[src/hw/rtl/tpcc_div_cell.sv]
`default_nettype none
module tpcc_div_cell #(
  parameter int NW = 8,
  parameter int DW = 8,
  parameter int SW = 1
) (
  input  wire logic          clk,
  input  wire logic          rst_n,
  input  wire logic          in_vld,
  input  wire logic [DW-1:0] in_rem,
  input  wire logic [NW-1:0] in_num,
  input  wire logic [NW-1:0] in_quo,
  input  wire logic [DW-1:0] in_dmag,
  input  wire logic [SW-1:0] in_side,
  output logic               out_vld,
  output logic [DW-1:0]      out_rem,
  output logic [NW-1:0]      out_num,
  output logic [NW-1:0]      out_quo,
  output logic [DW-1:0]      out_dmag,
  output logic [SW-1:0]      out_side
);

  logic [DW:0]   trial;
  logic [DW:0]   diff;
  logic          take;
  logic          vld_r;
  logic [DW-1:0] rem_r, rem_nxt;
  logic [NW-1:0] num_r, quo_r;
  logic [DW-1:0] dmag_r;
  logic [SW-1:0] side_r;

  // one restoring step: bring down the next numerator bit
  always_comb begin
    trial   = {in_rem, in_num[NW-1]};
    diff    = trial - {1'b0, in_dmag};
    take    = (trial >= {1'b0, in_dmag});
    rem_nxt = take ? diff[DW-1:0] : trial[DW-1:0];
  end

  always_ff @(posedge clk) begin
    if (!rst_n) begin
      vld_r <= 1'b0;
    end else begin
      vld_r <= in_vld;
    end
  end

  always_ff @(posedge clk) begin
    rem_r  <= rem_nxt;
    num_r  <= {in_num[NW-2:0], 1'b0};
    quo_r  <= {in_quo[NW-2:0], take};
    dmag_r <= in_dmag;
    side_r <= in_side;
  end

  assign out_vld  = vld_r;
  assign out_rem  = rem_r;
  assign out_num  = num_r;
  assign out_quo  = quo_r;
  assign out_dmag = dmag_r;
  assign out_side = side_r;

endmodule
`default_nettype wire

[src/hw/rtl/tpcc_divider.sv]
`default_nettype none
module tpcc_divider #(
  parameter int NW = 8,
  parameter int DW = 8,
  parameter int SW = 1
) (
  input  wire logic          clk,
  input  wire logic          rst_n,
  input  wire logic          in_vld,
  input  wire logic [NW-1:0] in_nmag,
  input  wire logic [DW-1:0] in_dmag,
  input  wire logic [SW-1:0] in_side,
  output logic               out_vld,
  output logic [NW-1:0]      out_quo,
  output logic [SW-1:0]      out_side
);

  logic [NW:0]   vld_w;
  logic [DW-1:0] rem_w  [NW+1];
  logic [NW-1:0] num_w  [NW+1];
  logic [NW-1:0] quo_w  [NW+1];
  logic [DW-1:0] dmag_w [NW+1];
  logic [SW-1:0] side_w [NW+1];

  assign vld_w[0]  = in_vld;
  assign rem_w[0]  = '0;
  assign num_w[0]  = in_nmag;
  assign quo_w[0]  = '0;
  assign dmag_w[0] = in_dmag;
  assign side_w[0] = in_side;

  // one quotient bit per cell, most significant first
  for (genvar i = 0; i < NW; i++) begin : g_cell
    tpcc_div_cell #(.NW(NW), .DW(DW), .SW(SW)) u_cell (
      .clk      (clk),
      .rst_n    (rst_n),
      .in_vld   (vld_w[i]),
      .in_rem   (rem_w[i]),
      .in_num   (num_w[i]),
      .in_quo   (quo_w[i]),
      .in_dmag  (dmag_w[i]),
      .in_side  (side_w[i]),
      .out_vld  (vld_w[i+1]),
      .out_rem  (rem_w[i+1]),
      .out_num  (num_w[i+1]),
      .out_quo  (quo_w[i+1]),
      .out_dmag (dmag_w[i+1]),
      .out_side (side_w[i+1])
    );
  end

  assign out_vld  = vld_w[NW];
  assign out_quo  = quo_w[NW];
  assign out_side = side_w[NW];

endmodule
`default_nettype wire

[config.mk]
export PLATFORM = sky130hd
export DESIGN_NAME = tpcc_divider
export DESIGN_NICKNAME = d
export VERILOG_FILES = /design/src/hw/rtl/tpcc_div_cell.sv /design/src/hw/rtl/tpcc_divider.sv
export SDC_FILE = /design/constraint.sdc
export NUM_CORES = 1
export LEC_CHECK = 0
export BUFFER_PORTS_ARGS = -buffer_cell sky130_fd_sc_hd__buf_4
export CAP_MARGIN = 40
export CORE_MARGIN = 2
export CORE_UTILIZATION = 55
export DETAILED_ROUTE_END_ITERATION = 8
export HOLD_SLACK_MARGIN = 0.08
export PLACE_DENSITY_LB_ADDON = 0.15
export SLEW_MARGIN = 0
export SYNTH_ARGS = -nofsm -noshare
export SYNTH_HDL_FRONTEND = slang
export SYNTH_SLANG_ARGS = --single-unit
[constraint.sdc]
create_clock -name clk -period 6.8 [get_ports clk]
set_clock_uncertainty 0.15 [all_clocks]
set_input_delay 1.36 -clock clk [delete_from_list [all_inputs] [get_ports clk]]
set_output_delay 1.36 -clock clk [all_outputs]
set_load 0.01 [all_outputs]
=== Word-level counts from Yosys, hierarchy flattened ===
Index checks and enable logic that the tools add are counted.

* Multiplexer cells: 7
* $add $sub $neg: 7
* Magnitude comparators: 8

{| class="wikitable"
|+ Operators by type and width
! operator !! number
|-
| $ge A9 B8 Y1 || 7
|-
| $mux W8 || 6
|-
| $sub A8 B8 Y8 || 6
|-
| $ge A1 B8 Y1 || 1
|-
| $sub A1 B8 Y8 || 1
|-
| $mux W1 || 1
|}

* Output and inout bits: 10
* Input port bits: 20
* Register bits after elaboration: 192

=== Longest topological paths before layout ===
* Word-level depth: 2
* Gate-level depth with buffers: 9
* Gate-level depth less buffers: 8

=== Cells and area by module ===
Synthesis repeated with hierarchy kept, for this count alone.

* Cells, all modules: 838
* Area, all modules: 9634.2 um^2

{| class="wikitable"
|+ By module, submodules not included
! module !! area an instance (um^2) !! instances !! sequential area each (um^2) !! cells an instance
|-
| tpcc_div_cell at g_cell[2].u_cell ... || 1198.6 || 5 || 660.6 || 105
|-
| tpcc_div_cell at g_cell[1].u_cell || 1222.4 || 1 || 660.6 || 106
|-
| tpcc_div_cell at g_cell[0].u_cell || 1217.4 || 1 || 660.6 || 102
|-
| tpcc_div_cell at g_cell[4].u_cell || 1197.4 || 1 || 660.6 || 104
|-
| tpcc_divider || 3.8 || 1 || 0.0 || 1
|}

=== Worst setup path after synthesis ===
Ideal clock, no wire load.

* Kind: input to register
* Start point: input port in_nmag[7]
* End point: register g_cell[0].u_cell.rem_r[1]
* Setup slack: 4.234 ns
* Data arrival time: 2.301 ns
* Setup time: 0.115 ns
* Stages on the path: 8
* Cell sequence: inv_1 > ha_1 > inv_1 > ha_1 > a21o_1 > nand2_1 > inv_1 > and2_1

* Word-level cells in the longest chain between the ends: 1
* Elaborated cells between the ends (all ways): 2
* Those cells by class: add/sub (1); order compare (1)

{| class="wikitable"
|+ Ends and longest elaborated chain
! what !! line !! text
|-
| start, declared || tpcc_divider.sv:10 || <nowiki>input wire logic [NW-1:0] in_nmag,</nowiki>
|-
| $ge A1 B8 Y1 || tpcc_div_cell.sv:36 || <nowiki>take = (trial >= {1'b0, in_dmag});</nowiki>
|-
| net g_cell[0].u_cell.take || tpcc_div_cell.sv:25 || <nowiki>logic take;</nowiki>
|-
| end signal, assigned || tpcc_div_cell.sv:49 || <nowiki>rem_r <= rem_nxt;</nowiki>
|-
| end, declared || tpcc_div_cell.sv:27 || <nowiki>logic [DW-1:0] rem_r, rem_nxt;</nowiki>
|}

The timed path passes the listed nets, and every way through them passes these cells.
A chain may end at the register's enable or synchronous reset.

=== Final worst setup path ===
* Start point: register g_cell[4].u_cell.dmag_r[6]
* End point: register g_cell[5].u_cell.rem_r[7]

* Word-level cells in the longest chain between the ends: 2
* Elaborated cells between the ends (all ways): 3
* Those cells by class: add/sub (1); order compare (1); mux (1)

{| class="wikitable"
|+ Ends and longest elaborated chain
! what !! line !! text
|-
| start, declared || tpcc_div_cell.sv:29 || <nowiki>logic [DW-1:0] dmag_r;</nowiki>
|-
| start signal, assigned || tpcc_div_cell.sv:52 || <nowiki>dmag_r <= in_dmag;</nowiki>
|-
| $sub A8 B8 Y8 or $ge A9 B8 Y1 (tied branches) || tpcc_div_cell.sv:35, tpcc_div_cell.sv:36 ||
|-
| $mux W8 (*) || tpcc_div_cell.sv:37 || <nowiki>rem_nxt = take ? diff[DW-1:0] : trial[DW-1:0];</nowiki>
|-
| net g_cell[5].u_cell.rem_nxt[7] || tpcc_div_cell.sv:27 ||
|-
| end signal, assigned || tpcc_div_cell.sv:49 ||
|-
| end, declared || tpcc_div_cell.sv:27 ||
|}

The timed path passes the listed nets; every way through them passes the cells marked *.

==> results.yml <==
placement:
  placedInstanceArea_mm2: 0.007562
  dpl.hpwl_um: 8457
  numPortBuffers: 29
  gp_congestion: 0.8419
synthesis:
  netlist_area_mm2: 0.007172
  synthesis.instances: 642
  ys_seq_area_frac: 0.5359
  post_synth.cell_area_avg_um2: 11.17
  postSynthNetCount: 726
  synthesis.yosys.warnings: 0
  synth_cell_types: 42
  synth.ff_latch_count: 192
detailed_routing:
  antenna_left: 0
  routed_wirelength_um: 11400
  detailedRoute.firstIterationViolations: 161
  route.detailed.wl_per_inst_um: 13.18
  via_count: 4439
  firstDrtPassIters: 4
  detail_route.drc_violations: 0
  detail_route.vias_per_cell: 5.132
floorplan:
  starting_utilization_of_the_core_area: 0.5660
  core_area_mm2: 0.01267
  floorplan.die.width_um: 118.2
  die_area_mm2: 0.01397
  die_height_um: 118.2
  rows: 41
  io_pins: 30
worst_setup_path:
  crit-reg2reg-capture: "g_cell[5].u_cell.out_rem[7]"
  reg2reg_from: "g_cell[4].u_cell.out_dmag[6]"
  timing.critical_path.fanout_max: 9
  r2r_slack_ns: 4.11
  endpoint_kind: "register"
  ff2ff_path_depth: 6
  timing.setup.critical_path_class: "reg2reg"
  kind_of_launch_point_of_the_worst_setup_path: "register"
  cp.required_ns: 6.96
  worstPathArrival_ns: 2.84
global_routing:
  global_route_wire_length_before_repair_um: 19400
  grt_pass1_vias: 4373
  grt.overflow.total: 0
  gr-usage-all-layers: 0.1725
  antenna_found_initial: 0
  grt_max_degree: 19
cts:
  clkTransAtPathRegs_ns: 0.07
  setup_repair_bufs_after_cts: 0
  clock-root-buffer: "sky130_fd_sc_hd__clkbuf_16"
  cts_resized: 0
  cts_tree: "done"
  clk_sink_count: 192
  cts_made_buffers: 17
  cts_buffer_depth: 2
  hold_buffers_post_cts: 0
  clock_latency_ns: 0.42
  ctsHtreeMaxLevel: 4
sta:
  min_period_over_period: 0.3950
  final.min_clock_period_ns: 2.686
  maxSlewViolCount: 0
  final-hold-violation-count: 0
  max_slew.worst_pin.slew_ns: 0.7475
  setup-tns-final_ns: 0
  setup_viol: 0
  fmaxAchievable_ghz: 0.3723
  tightest_slew_margin_relative_to_the_limit: 0.5017
  setup_repair_after_global_routing_missed_its_margin: "false"
pwr:
  power-per-cell-area_mw_per_mm2: 371.8
  p_leak_nw: 3.963
  ir_drop_uv: 159.0
final_layout:
  synthToLayoutAreaGrowth_pct: 13.80
  nets: 764
  final_layout_size_suffix_gt1_frac: 0.1414
  antenna_cells: 0
  final_cell_area_mm2: 0.008162
job:
  maxCapViolations: 0
min_path:
  holdCritStartpoint: "g_cell[3].u_cell.out_side"
  hold_class: "reg2reg"
  holdPathStages: 0
  holdPathEnd: "g_cell[4].u_cell.out_side"
status:
  run_status: "complete, no violations"
[cell usage after synthesis (all sizes together)]
library cell,number,share of area
dfxtp,192,0.54
inv,83,0.043
ha,58,0.10
mux2,34,0.053
nor2,28,0.015
a21o,20,0.021
nor3,18,0.013
a21oi,17,0.012
xnor2,17,0.021
o21ai,14,0.0098
mux2i,13,0.018
nand2b,13,0.011
nand3,11,0.0077
and2,10,0.0087
nand2,10,0.0052
o21a,10,0.010
a211oi,9,0.0094
a211o,8,0.0098
nor4,7,0.0061
a2111oi,6,0.0099
a311o,6,0.0084
clkbuf,6,0.0031
fa,6,0.017
nor2b,6,0.0052
o31a,6,0.0073
and3,5,0.0044
o311a,5,0.0070
buf,4,0.0028
xor2,4,0.0049
nor3b,3,0.0031
a311oi,2,0.0033
a31oi,2,0.0017
nand4,2,0.0017
or3,2,0.0017
a22oi,1,0.0010
a41o,1,0.0014
a41oi,1,0.0023
and4,1,0.0012
o211ai,1,0.0010
[power by group]
| part | total, mW | internal, mW | leakage [nW] | switching, mW |
|---|---|---|---|---|
| Combinational | 0.719 | 0.363 | 2.07 | 0.356 |
| Sequential | 1.33 | 1.27 | 1.60 | 0.0565 |
| Clock | 0.987 | 0.556 | 0.293 | 0.431 |
[per-layer routing]
metal,track usage,routed length [um],share of wire
met5,0,0,0
met4,0.07756,205,0.018
met3,0.04295,311,0.027
met2,0.2984,5740,0.50
met1,0.2012,5143,0.45
[state kept, by name, indices dropped and copies added, names as in the netlist]
register	cells
g_cell.u_cell.out_dmag	56
g_cell.u_cell.out_side	8
g_cell.u_cell.out_rem	56
g_cell.u_cell.out_quo	36
g_cell.u_cell.out_num	28
g_cell.u_cell.out_vld	8
[logic make-up after synthesis]
group / Yosys count / synth area share
fa+ha+maj: 64 / 0.1179
simple gates: 116 / 0.08374
compound gates: 109 / 0.1158
mux: 47 / 0.07153
flops: 192 / 0.5359
buf+inv: 93 / 0.04937
xor+xnor: 21 / 0.02564
[cell usage in the layout (no fill, tap or decap), types with 4 or more instances in the layout]
cell type                     n
sky130_fd_sc_hd__ha_1        58
sky130_fd_sc_hd__o21a_1      10
sky130_fd_sc_hd__nor3_1      18
sky130_fd_sc_hd__nand2_1     10
sky130_fd_sc_hd__inv_8        4
sky130_fd_sc_hd__a2111oi_0    5
sky130_fd_sc_hd__xor2_1       4
sky130_fd_sc_hd__mux2_2      34
sky130_fd_sc_hd__o21ai_0     14
sky130_fd_sc_hd__and2_1      10
sky130_fd_sc_hd__a311o_1      6
sky130_fd_sc_hd__clkbuf_16   17
sky130_fd_sc_hd__buf_4       29
sky130_fd_sc_hd__o311a_1      5
sky130_fd_sc_hd__nor2_1      28
sky130_fd_sc_hd__fa_1         6
sky130_fd_sc_hd__dfxtp_1    192
sky130_fd_sc_hd__nor2b_1      6
sky130_fd_sc_hd__nand3_1     11
sky130_fd_sc_hd__nand2b_1    13
sky130_fd_sc_hd__o31a_1       6
sky130_fd_sc_hd__and3_1       5
sky130_fd_sc_hd__xnor2_1     17
sky130_fd_sc_hd__a211o_1      8
sky130_fd_sc_hd__a21o_1      19
sky130_fd_sc_hd__mux2i_1     13
sky130_fd_sc_hd__nor4_1       7
sky130_fd_sc_hd__a21oi_1     17
sky130_fd_sc_hd__inv_1       83
sky130_fd_sc_hd__a211oi_1     9
[worst max path at each step]
stage / from / to / slack, ns / cells after the start
2_1_floorplan: in_nmag[7] / g_cell[0].u_cell.out_rem[1] / 4.23 / 8
3_3_place_gp: in_nmag[7] / g_cell[0].u_cell.out_rem[1] / 4.03 / 9
3_5_place_dp: in_nmag[7] / g_cell[0].u_cell.out_rem[1] / 3.98 / 9
4_1_cts: g_cell[4].u_cell.out_dmag[6] / g_cell[5].u_cell.out_rem[7] / 4.13 / 6
5_1_grt: g_cell[4].u_cell.out_dmag[6] / g_cell[5].u_cell.out_rem[5] / 3.97 / 6
6_report: g_cell[4].u_cell.out_dmag[6] / g_cell[5].u_cell.out_rem[7] / 4.11 / 6
[cell type report]
cell class / instances / area (um2)
clock inverter: 14 / 170.2
fill: 1023 / 4509
clock buffer: 18 / 429.2
multi-input combinational: 357 / 2974
sequential: 192 / 3844
inverter: 83 / 311.5
timing repair buffer: 29 / 217.7
tap: 172 / 215.2
[per-stage QoR]
step                      instances  utilization  setup slack [ns]  total power [mW]  hold WS (ns)
after global placement          833       0.5968             4.032             2.044        0.1596
after global routing            865       0.6441             3.972             3.207        0.1818
after CTS                       865       0.6441             4.133             3.065        0.1778
after floorplan                 642            -             4.234             1.914        0.1596
final                           865       0.6441             4.114             3.035        0.1765
after detailed placement        833       0.5968             3.984             2.066        0.1621
[critical path, stage by stage (launching register included)]
cell                        delay, ns
sky130_fd_sc_hd__dfxtp_1         0.35
sky130_fd_sc_hd__inv_1           0.05
sky130_fd_sc_hd__ha_1            0.35
sky130_fd_sc_hd__a21o_1          0.25
sky130_fd_sc_hd__a2111oi_0       0.55
sky130_fd_sc_hd__o21a_1          0.49
sky130_fd_sc_hd__mux2_2          0.39
(Power assumes the default switching activity.)
